<file path="src/sv/epfm_pkg.sv">
package epfm_pkg;

    // field widths fixed by the interface
    localparam int EDGE_TIME_W = 32;
    localparam int FREQ_W      = 28;
    localparam int RES_W       = 27;
    localparam int MINUS_W     = 16;
    localparam int MAXF_W      = 20;
    localparam int TMO_W       = 16;
    localparam int MS_W        = 17;

    // item kinds
    localparam logic CMD_EDGE = 1'b0;
    localparam logic CMD_TICK = 1'b1;

    // register indexes
    localparam logic [1:0] REG_RES     = 2'd0;
    localparam logic [1:0] REG_MIN_US  = 2'd1;
    localparam logic [1:0] REG_MAX_HZ  = 2'd2;
    localparam logic [1:0] REG_TIMEOUT = 2'd3;

    // register reset values
    localparam logic [RES_W-1:0]   RES_RST     = 27'd80000000;
    localparam logic [MINUS_W-1:0] MIN_US_RST  = 16'd100;
    localparam logic [MAXF_W-1:0]  MAX_HZ_RST  = 20'd20000;
    localparam logic [TMO_W-1:0]   TIMEOUT_RST = 16'd500;

    localparam logic [MS_W-1:0] MS_MAX = 17'h1FFFF;

    // ticks-per-microsecond divider: quotient of a 27-bit value by 1e6 fits 8 bits
    localparam int            US_PER_S    = 1000000;
    localparam int            MQ_W        = 8;
    localparam logic [27:0]   MDIV_TOP    = 28'(US_PER_S * (2 ** (MQ_W - 1)));
    localparam int            MIN_TICKS_W = MQ_W + MINUS_W;

    typedef struct packed {
        logic                   cmd;
        logic [EDGE_TIME_W-1:0] edge_time;
        logic                   edge_rising;
    } t_in_item;

    typedef struct packed {
        logic [FREQ_W-1:0] freq_q8;
        logic              updated;
        logic              glitch_rejected;
        logic              signal_lost;
    } t_out_item;

endpackage

</file>
<file path="src/sv/edge_period_frequency_meter.sv">
// Edge period / frequency meter.
// Input channel (i_in_valid / o_in_stall, i_in_item): each item is either a
// capture edge (timestamp + polarity) or a one-millisecond tick. Every item
// gives exactly one result item on the output channel (o_out_valid /
// i_out_stall, o_out_item): current frequency in Q.FRAC_BITS, plus flags.
// Ticks and edges that do not close a rise-fall-rise window give their result
// in the cycle after acceptance. An edge that closes the window runs a serial
// sequence: a shift-subtract division of the timer rate by 1e6, a multiply for
// the minimum pulse, a compare step, then a restoring divider (one quotient
// bit per cycle) and a final check. The sequence stops after the compare step
// when a glitch is found or the period or rate is zero. One item is in work
// at a time; the next item is taken as soon as the sequence is done and the
// output register is free or being emptied.
// While the receiver stalls, the result holds and further items are stalled.
// Synchronous reset clears the edge window, frequency, ms counter and output,
// and loads the register defaults (80 MHz, 100 us, 20 kHz, 500 ms).
// Configuration is written over the APB port at byte address 4*index.
module edge_period_frequency_meter #(
    parameter int TIME_BITS = 32,
    parameter int FRAC_BITS = 8
) (
    input  logic                i_clk,
    input  logic                i_rst_n,
    // input item channel
    input  logic                i_in_valid,
    output logic                o_in_stall,
    input  epfm_pkg::t_in_item  i_in_item,
    // result item channel
    output logic                o_out_valid,
    input  logic                i_out_stall,
    output epfm_pkg::t_out_item o_out_item,
    // configuration
    input  logic                psel,
    input  logic                penable,
    input  logic                pwrite,
    input  logic [3:0]          paddr,
    input  logic [31:0]         pwdata,
    output logic [31:0]         prdata,
    output logic                pready
);

    import epfm_pkg::*;

    // dividend is rate << FRAC_BITS
    localparam int DW    = RES_W + FRAC_BITS;
    localparam int CNT_W = $clog2(DW);
    localparam int CMP_W = (TIME_BITS > MIN_TICKS_W) ? TIME_BITS : MIN_TICKS_W;
    localparam logic [DW-1:0] FRAC_MASK = DW'((64'(1) << FRAC_BITS) - 64'(1));

    typedef enum logic [2:0] {
        S_IDLE,
        S_MDIV,
        S_MUL,
        S_CHECK,
        S_DIV,
        S_FIN
    } t_state;

    t_state r_state;

    // configuration
    logic [RES_W-1:0]   r_res;
    logic [MINUS_W-1:0] r_min_us;
    logic [MAXF_W-1:0]  r_max_hz;
    logic [TMO_W-1:0]   r_timeout;

    // edge window and measurement state
    logic [TIME_BITS-1:0] r_older_time;
    logic                 r_older_rising;
    logic [TIME_BITS-1:0] r_newer_time;
    logic                 r_newer_rising;
    logic [1:0]           r_fill;
    logic [FREQ_W-1:0]    r_freq;
    logic [MS_W-1:0]      r_ms;

    // sequencer datapath
    logic [TIME_BITS-1:0]   r_high;
    logic [TIME_BITS-1:0]   r_low;
    logic [TIME_BITS-1:0]   r_period;
    logic [RES_W-1:0]       r_mrem;
    logic [27:0]            r_dsub;
    logic [MQ_W-1:0]        r_mquo;
    logic [MIN_TICKS_W-1:0] r_min_ticks;
    logic [TIME_BITS-1:0]   r_rem;
    logic [DW-1:0]          r_quo;
    logic [CNT_W-1:0]       r_cnt;

    logic      r_out_valid;
    t_out_item r_out;

    logic                 in_acc;
    logic                 cfg_wr;
    logic [TIME_BITS-1:0] now;
    logic                 pattern;
    logic [MS_W-1:0]      n_ms;
    logic                 n_lost;
    logic                 m_ge;
    logic [TIME_BITS:0]   n_trial;
    logic                 n_qbit;
    logic [TIME_BITS-1:0] n_rem;
    logic                 glitch;
    logic                 early_end;
    logic [DW-1:0]        q_int;
    logic                 rate_ok;
    logic                 out_load;

    assign o_in_stall  = (r_state != S_IDLE) | (r_out_valid & i_out_stall);
    assign in_acc      = i_in_valid & ~o_in_stall;
    assign o_out_valid = r_out_valid;
    assign o_out_item  = r_out;
    assign pready      = 1'b1;
    assign cfg_wr      = psel & penable & pwrite;

    always_comb begin
        case (paddr[3:2])
            REG_RES:     prdata = 32'(r_res);
            REG_MIN_US:  prdata = 32'(r_min_us);
            REG_MAX_HZ:  prdata = 32'(r_max_hz);
            REG_TIMEOUT: prdata = 32'(r_timeout);
            default:     prdata = '0;
        endcase
    end

    // edge timestamp at the internal timer width
    assign now     = TIME_BITS'(i_in_item.edge_time);
    assign pattern = (r_fill == 2'd2) & r_older_rising & ~r_newer_rising
                   & i_in_item.edge_rising;

    // tick: saturating ms count, timeout test after the increment
    assign n_ms   = (r_ms < MS_MAX) ? r_ms + 1'b1 : r_ms;
    assign n_lost = n_ms > MS_W'(r_timeout);

    // one step of rate / 1e6
    assign m_ge = {1'b0, r_mrem} >= r_dsub;

    // one step of the restoring divider
    assign n_trial = {r_rem, r_quo[DW-1]};
    assign n_qbit  = n_trial >= {1'b0, r_period};
    assign n_rem   = n_qbit ? TIME_BITS'(n_trial - {1'b0, r_period})
                            : TIME_BITS'(n_trial);

    assign glitch = (CMP_W'(r_high) < CMP_W'(r_min_ticks))
                  | (CMP_W'(r_low) < CMP_W'(r_min_ticks));

    // glitch, zero period or zero rate: no division needed
    assign early_end = glitch | (r_period == '0) | (r_res == '0);

    // rate <= max * period, from the integer quotient and the remainder
    assign q_int   = r_quo >> FRAC_BITS;
    assign rate_ok = (q_int < DW'(r_max_hz))
                   | ((q_int == DW'(r_max_hz)) & ((r_quo & FRAC_MASK) == '0)
                      & (r_rem == '0));

    // a result item is loaded into the output register this cycle
    assign out_load = ((r_state == S_IDLE) & in_acc
                       & ((i_in_item.cmd == CMD_TICK) | ~pattern))
                    | ((r_state == S_CHECK) & early_end)
                    | (r_state == S_FIN);

    always_ff @(posedge i_clk) begin
        if (!i_rst_n) begin
            r_state        <= S_IDLE;
            r_res          <= RES_RST;
            r_min_us       <= MIN_US_RST;
            r_max_hz       <= MAX_HZ_RST;
            r_timeout      <= TIMEOUT_RST;
            r_older_time   <= '0;
            r_older_rising <= 1'b0;
            r_newer_time   <= '0;
            r_newer_rising <= 1'b0;
            r_fill         <= '0;
            r_freq         <= '0;
            r_ms           <= '0;
            r_cnt          <= '0;
            r_out_valid    <= 1'b0;
        end else begin
            if (cfg_wr) begin
                case (paddr[3:2])
                    REG_RES:     r_res     <= pwdata[RES_W-1:0];
                    REG_MIN_US:  r_min_us  <= pwdata[MINUS_W-1:0];
                    REG_MAX_HZ:  r_max_hz  <= pwdata[MAXF_W-1:0];
                    REG_TIMEOUT: r_timeout <= pwdata[TMO_W-1:0];
                    default: ;
                endcase
            end

            if (out_load) begin
                r_out_valid <= 1'b1;
            end else if (r_out_valid && !i_out_stall) begin
                r_out_valid <= 1'b0;
            end

            case (r_state)
                S_IDLE: begin
                    if (in_acc) begin
                        if (i_in_item.cmd == CMD_TICK) begin
                            r_ms <= n_ms;
                            if (n_lost) begin
                                r_freq <= '0;
                            end
                            r_out.freq_q8         <= n_lost ? '0 : r_freq;
                            r_out.updated         <= 1'b0;
                            r_out.glitch_rejected <= 1'b0;
                            r_out.signal_lost     <= n_lost;
                        end else begin
                            r_ms           <= '0;
                            r_older_time   <= r_newer_time;
                            r_older_rising <= r_newer_rising;
                            r_newer_time   <= now;
                            r_newer_rising <= i_in_item.edge_rising;
                            if (r_fill != 2'd2) begin
                                r_fill <= r_fill + 1'b1;
                            end
                            r_high   <= r_newer_time - r_older_time;
                            r_low    <= now - r_newer_time;
                            r_period <= now - r_older_time;
                            if (pattern) begin
                                r_mrem  <= r_res;
                                r_dsub  <= MDIV_TOP;
                                r_mquo  <= '0;
                                r_cnt   <= CNT_W'(MQ_W - 1);
                                r_state <= S_MDIV;
                            end else begin
                                r_out.freq_q8         <= r_freq;
                                r_out.updated         <= 1'b0;
                                r_out.glitch_rejected <= 1'b0;
                                r_out.signal_lost     <= 1'b0;
                            end
                        end
                    end
                end
                S_MDIV: begin
                    if (m_ge) begin
                        r_mrem <= RES_W'({1'b0, r_mrem} - r_dsub);
                    end
                    r_mquo <= {r_mquo[MQ_W-2:0], m_ge};
                    r_dsub <= r_dsub >> 1;
                    if (r_cnt == '0) begin
                        r_state <= S_MUL;
                    end else begin
                        r_cnt <= r_cnt - 1'b1;
                    end
                end
                S_MUL: begin
                    r_min_ticks <= MIN_TICKS_W'(r_mquo) * MIN_TICKS_W'(r_min_us);
                    r_state     <= S_CHECK;
                end
                S_CHECK: begin
                    if (early_end) begin
                        r_out.freq_q8         <= r_freq;
                        r_out.updated         <= 1'b0;
                        r_out.glitch_rejected <= glitch;
                        r_out.signal_lost     <= 1'b0;
                        r_state               <= S_IDLE;
                    end else begin
                        r_rem   <= '0;
                        r_quo   <= DW'(r_res) << FRAC_BITS;
                        r_cnt   <= CNT_W'(DW - 1);
                        r_state <= S_DIV;
                    end
                end
                S_DIV: begin
                    r_rem <= n_rem;
                    r_quo <= {r_quo[DW-2:0], n_qbit};
                    if (r_cnt == '0) begin
                        r_state <= S_FIN;
                    end else begin
                        r_cnt <= r_cnt - 1'b1;
                    end
                end
                S_FIN: begin
                    if (rate_ok) begin
                        r_freq <= FREQ_W'(r_quo);
                    end
                    r_out.freq_q8         <= rate_ok ? FREQ_W'(r_quo) : r_freq;
                    r_out.updated         <= rate_ok;
                    r_out.glitch_rejected <= 1'b0;
                    r_out.signal_lost     <= 1'b0;
                    r_state               <= S_IDLE;
                end
                default: begin
                    r_state <= S_IDLE;
                end
            endcase
        end
    end

endmodule

</file>
<file path="config.mk">
export PLATFORM = sky130hd
export DESIGN_NAME = edge_period_frequency_meter
export DESIGN_NICKNAME = d
export VERILOG_FILES = /design/src/sv/epfm_pkg.sv /design/src/sv/edge_period_frequency_meter.sv
export SDC_FILE = /design/constraint.sdc
export NUM_CORES = 2
export LEC_CHECK = 0
export BUFFER_PORTS_ARGS = -buffer_cell sky130_fd_sc_hd__buf_2
export CAP_MARGIN = 20
export CORE_MARGIN = 4
export CORE_UTILIZATION = 50
export CTS_CLUSTER_DIAMETER = 50
export DETAILED_ROUTE_END_ITERATION = 10
export GPL_ROUTABILITY_DRIVEN = 0
export GPL_TIMING_DRIVEN = 0
export PLACE_DENSITY = 0.64
export SETUP_SLACK_MARGIN = 0.05
export SLEW_MARGIN = 20
export SYNTH_ARGS = -nofsm -noshare
export SYNTH_HDL_FRONTEND = slang
export SYNTH_SLANG_ARGS = --single-unit
</file>
<file path="constraint.sdc">
create_clock -name i_clk -period 8 [get_ports i_clk]
set_clock_uncertainty 0.1 [all_clocks]
set_input_delay 1.6 -clock i_clk [delete_from_list [all_inputs] [get_ports i_clk]]
set_output_delay 1.6 -clock i_clk [all_outputs]
set_load 0.01 [all_outputs]
</file>
Word-level counts from Yosys, hierarchy flattened
Index checks and enable logic that the tools add are counted.
{"block": "op_classes", "addsub": 8, "multipliers": 1, "order_cmp": 7, "eq_ne": 22, "muxes": 46, "n_bitwise": 24, "reduce_logical": 33}
{"operator": "$mux W28", "n": 7}
{"operator": "$pmux W32 S4", "n": 1}
{"operator": "$sub A32 B32 Y32", "n": 4}
{"operator": "$mux W31", "n": 4}
{"operator": "$pmux W28 S2", "n": 2}
{"operator": "$mux W27", "n": 4}
{"operator": "$pmux W31 S3", "n": 1}
{"operator": "$pmux W35 S2", "n": 1}
{"operator": "$logic_not A32 Y1", "n": 2}
{"operator": "$lt A32 B24 Y1", "n": 2}
{"operator": "$mux W32", "n": 2}
{"operator": "$pmux W32 S2", "n": 1}
{"operator": "$pmux W27 S2", "n": 1}
{"operator": "$logic_not A35 Y1", "n": 1}
{"operator": "$mux W35", "n": 1}
{"operator": "$mux W17", "n": 2}
{"operator": "$ge A33 B32 Y1", "n": 1}
{"operator": "$mux W6", "n": 5}
{"operator": "$ge A27 B28 Y1", "n": 1}
{"operator": "$eq A27 B20 Y1", "n": 1}
{"operator": "$logic_not A27 Y1", "n": 1}
{"operator": "$lt A27 B20 Y1", "n": 1}
{"operator": "$sub A27 B27 Y27", "n": 1}
{"operator": "$mul A8 B16 Y24", "n": 1}
{"operator": "34 further kinds", "n": 93}
{"block": "totals", "register_bits": 483, "in_bits": 77, "out_inout_bits": 66, "word_cells": 168}

Longest topological paths before layout
{"block": "logic_depth", "depth_word": 10, "depth_mapped": 20, "ltp_nobuf": 19}

Worst setup path before layout
OpenSTA, ideal clock, no wires.
{"block": "synth_timing", "path_type": "input to register", "from": "input port i_out_stall", "to": "register r_high[0], enable pin", "setup_ns": 0.552, "arrival_time_ns": 6.690, "t_required_ns": 7.348, "setup_slack_ns": 0.658, "cell_stages": 6, "n_path_buf": 1, "cell_sequence": "a2111oi_2 -> nand2_1 -> inv_1 -> nand2_1 -> clkbuf_1 -> nor2_1"}
{"block": "synth_via", "elab_chain_len": 5}
{"element": "from (decl)", "line_no": "edge_period_frequency_meter.sv:30", "source": "input logic i_out_stall,"}
{"element": "$and A1 B1 Y1", "line_no": "edge_period_frequency_meter.sv:107", "source": "assign o_in_stall = (r_state != S_IDLE) | (r_out_valid & i_out_stall);"}
{"element": "$or A1 B1 Y1", "line_no": "edge_period_frequency_meter.sv:107"}
{"element": "$not A1 Y1", "line_no": "edge_period_frequency_meter.sv:108", "source": "assign in_acc = i_in_valid & ~o_in_stall;"}
{"element": "$and A1 B1 Y1", "line_no": "edge_period_frequency_meter.sv:108"}
{"element": "$reduce_and A4 Y1 (no line)"}
{"element": "to (signal assigned)", "line_no": "edge_period_frequency_meter.sv:214", "source": "r_high <= r_newer_time - r_older_time;"}
{"element": "to (decl)", "line_no": "edge_period_frequency_meter.sv:77", "source": "logic [TIME_BITS-1:0] r_high;"}
No other way between the ends.
A chain may end at the register's enable or synchronous reset.

Final worst setup path
{"block": "layout_timing", "from": "register r_mquo[6]", "to": "register r_min_ticks[21] (data pin)"}
{"block": "layout_via", "elab_chain_len": 1}
{"element": "from (decl)", "line_no": "edge_period_frequency_meter.sv:82", "source": "logic [MQ_W-1:0] r_mquo;"}
{"element": "from (signal assigned)", "line_no": "edge_period_frequency_meter.sv:236", "source": "r_mquo <= {r_mquo[MQ_W-2:0], m_ge};"}
{"element": "$mul A8 B16 Y24", "line_no": "edge_period_frequency_meter.sv:245", "source": "r_min_ticks <= MIN_TICKS_W'(r_mquo) * MIN_TICKS_W'(r_min_us);"}
{"element": "to (signal assigned)", "line_no": "edge_period_frequency_meter.sv:245"}
{"element": "to (decl)", "line_no": "edge_period_frequency_meter.sv:83", "source": "logic [MIN_TICKS_W-1:0] r_min_ticks;"}
No other way between the ends.

==> flow_metrics.env <==
export IMPL_status="complete, no violations"
export IMPL_cts_clk_slew_worst_paths_ns=0.06
export IMPL_clock_latency_ns=0.62
export IMPL_first_iter_violations=2531
export IMPL_finalCritPeriodShare_pct=73.4
export IMPL_crit_family="adder cells"
export IMPL_grt_busiest_layer="met2"
export IMPL_initial_core_util_pct=50.7
export IMPL_post_route_min_period_ns=5.87
export IMPL_first_global_vias=25700
export IMPL_antenna_found_initial=2
export IMPL_synthDominantCellAreaShare_pct=25.6
export IMPL_clock_sinks=482
export IMPL_yosysWarnings=0
export IMPL_syn_area_per_cell_um2=9.10
export IMPL_grtUsageMet3_pct=3.65
export IMPL_yosysMostFrequentCell="nand2_1"
export IMPL_synth_edf_count=280
export IMPL_fp_dieH_um=264
export IMPL_fin_hold_ws_ns=0.353
export IMPL_post_dp_cell_area_um2=34900
export IMPL_io_pins=143
export IMPL_h_tree_depth=3
export IMPL_critical_path_buf_inv_count=4
export IMPL_die_area_um2=69800
export IMPL_fin_tns_setup_ns=0
export IMPL_core_area_um2=64700
export IMPL_p_per_area_nw_per_um2=177
export IMPL_max_stage_delay_ns=0.55
export IMPL_cts_resized_gates=0
export IMPL_ir_drop_uv=169
export IMPL_ys_ff_latch=482
export IMPL_die_w_um=264
export IMPL_rsz0062_at_grt="false"
export IMPL_cp_slowest_cell="fa_1"
export IMPL_critPathLaunchType="flop"
export IMPL_num_vias=27200
export IMPL_drc=0
export IMPL_final_cell_area_um2=37100
export IMPL_endpoint_kind="flop"
export IMPL_synth_top_flop_cell="edfxtp_1"
export IMPL_drive_above_1_share_pct=8.26
export IMPL_place_inst=4605
export IMPL_path_cells="clkbuf_1 -> nand2_1 -> fa_1 -> fa_1 -> inv_1 -> fa_1 -> inv_1 -> fa_1 -> inv_1 -> ha_1 -> o21ai_0 -> a21oi_1 -> o211ai_1 -> a21bo_2 -> a31oi_1 -> a21oi_1 -> o311ai_0"
export IMPL_grt_pass1_wl_um=145000
export IMPL_ys_seq_area_share_pct=37.9
export IMPL_worstMarginPinSlew_ns=0.967
export IMPL_ys_types=91
export IMPL_max_freq_mhz=170
export IMPL_nNetsFinal=4267
export IMPL_ant_nets=0
export IMPL_async_flop_share_pct=0
export IMPL_final_hold_viol_count=0
export IMPL_required_ns=8.24
export IMPL_grt_met2_usage_pct=41.8
export IMPL_synthTopCellsByCount="549 x nand2_1, 373 x inv_1, 303 x a21oi_1"
export IMPL_setup_viol=0
export IMPL_instances_no_fill=4731
export IMPL_setup_worst_path_class="flop to flop"
export IMPL_grt_overflow=0
export IMPL_wl_um=93300
export IMPL_port_buffers=125
export IMPL_postCtsSetupRepairBufs=0
export IMPL_dp_hpwl_um=71900
export IMPL_cts_tree="done"
export IMPL_grt_use_total_pct=26.0
export IMPL_drt_first_pass_iters=7
export IMPL_grt_max_degree=37
export IMPL_slew_viol_final=0
export IMPL_arrival_ns=6.11
export IMPL_relSlewSlack_pct=35.5
export IMPL_path_common_cell="fa_1"
export IMPL_cts_buffers=67
export IMPL_hp_class="flop to flop"
export IMPL_syn_inst=3608
export IMPL_synth_area_um2=32800
export IMPL_drv_cap=0
export IMPL_synth_largest_area_cell="edfxtp_1"
export IMPL_cts_max_path_buffers=3
export IMPL_use_met1_pct=36.7
export IMPL_routedWlPerCell_um=19.7
export IMPL_holdBufCountCts=0
export IMPL_worstPathMaxFanout=10
export IMPL_area_delta_synth_final_pct=13.0
export IMPL_num_rows=93
export IMPL_root_buffer="clkbuf_16"
export IMPL_total_leakage_power_nw=15.5
export IMPL_synthTopCellsByArea="edfxtp_1 26%, dfxtp_1 12%, ha_1 11%, nand2_1 6.3%, fa_1 5.4%"
export IMPL_vias_per_cell=5.75
## cell families after synthesis
family                   count (synthesis)  share of synthesized area (%)
flip-flops                             482                           37.9
other                                    2                         0.0229
AND/OR/NAND/NOR                       1182                           16.9
AO/OA/AOI/OAI                          897                           17.8
XOR/XNOR                               141                           3.78
adder cells (fa/ha/maj)                371                           16.2
multiplexers                            27                           1.44
buffers and inverters                  506                           5.95
## worst register-to-register path, delay by kind of cell (launching register included)
family / cells / cell delay [ns]
adders and majority gates: 5 / 2.47
AOI/OAI and AO/OA: 7 / 1.72
buffers and inverters: 4 / 0.62
DFF: 1 / 0.54
and+or+nand+nor: 1 / 0.15
## layout by cell type, fill, tap and decap left out, types with 11 or more instances in the layout
| cell type | Yosys | routed |
|---|---|---|
| and3_1 | 33 | 33 |
| inv_1 | 373 | 373 |
| dfxtp_1 | 202 | 202 |
| o21ai_0 | 153 | 153 |
| nor3_1 | 52 | 51 |
| o211ai_1 | 28 | 28 |
| and2_1 | 120 | 120 |
| a211oi_1 | 30 | 30 |
| mux4_2 | 16 | 16 |
| clkbuf_16 | 0 | 69 |
| o21a_1 | 48 | 48 |
| clkbuf_1 | 106 | 120 |
| nand4_1 | 32 | 32 |
| buf_2 | 6 | 134 |
| nand3_1 | 63 | 63 |
| o221ai_1 | 30 | 30 |
| or3_1 | 22 | 22 |
| a21oi_1 | 303 | 301 |
| xnor2_1 | 100 | 100 |
| o31a_1 | 11 | 11 |
| nor2b_1 | 30 | 30 |
| a21o_1 | 104 | 104 |
| nand2b_1 | 26 | 26 |
| a31oi_1 | 18 | 18 |
| nand2_1 | 549 | 549 |
| ha_1 | 282 | 282 |
| edfxtp_1 | 280 | 280 |
| a22o_1 | 32 | 32 |
| fa_1 | 89 | 89 |
| nor2_1 | 175 | 174 |
| o21bai_1 | 17 | 17 |
| xor2_1 | 40 | 40 |
| nor4_1 | 34 | 34 |
| o31ai_1 | 20 | 20 |
## final cells by class
cell class / count / area [um2]
buffer: 131 / 544
clock buffer: 85 / 1810
antenna: 2 / 5.00
multi-input combinational: 2624 / 18500
inverter: 375 / 1410
timing repair buffer: 138 / 881
clock inverter: 39 / 442
fill: 5821 / 27600
tap: 855 / 1070
sequential: 482 / 12500
## per-stage QoR
step	util (%)	worst slack, ns	power (W)
after detailed placement	53.9	2.09	0.00360
after global placement	53.4	-2.23	0.00359
after floorplan	-	0.658	0.00335
after CTS	57.3	2.07	0.00660
final	57.4	2.13	0.00657
after global routing	57.3	1.82	0.00681
## power breakdown
group,leakage [nW],total [W],internal [W],switching [W]
Clock,1.09,0.00301,0.00178,0.00124
Combinational,10.2,0.000819,0.000330,0.000489
Sequential,4.21,0.00274,0.00270,0.0000411
Total,15.5,0.00657,0.00480,0.00177
## sequential cells by signal, indices dropped and copies added, names as in the netlist, 20 cells and up
name          cells
r_quo            35
r_high           32
r_low            32
r_newer_time     32
r_older_time     32
r_period         32
r_rem            32
o_out_item       31
r_freq           28
r_dsub           27
r_mrem           27
r_res            27
r_min_ticks      24
r_max_hz         20
## metal layers
metal	vias to the layer above	wire length, um
met1	12900	41700
met2	916	42600
li1	13100	-
met3	175	6060
met4	0	2960
met5	-	0
## worst paths after layout
check | start | endpoint | slack, ns | depth (start not counted)
max reg2reg | r_mquo[6]$_SDFFCE_PN0P_ | r_min_ticks[21]$_DFFE_PP_ | 2.13 | 17
max | r_mquo[6]$_SDFFCE_PN0P_ | r_min_ticks[21]$_DFFE_PP_ | 2.13 | 17
min | r_older_time[21]$_SDFFE_PN0P_ | r_older_time[21]$_SDFFE_PN0P_ | 0.35 | 2
min reg2reg | r_older_time[21]$_SDFFE_PN0P_ | r_older_time[21]$_SDFFE_PN0P_ | 0.35 | 2
Power figures use the tool's default switching activity.
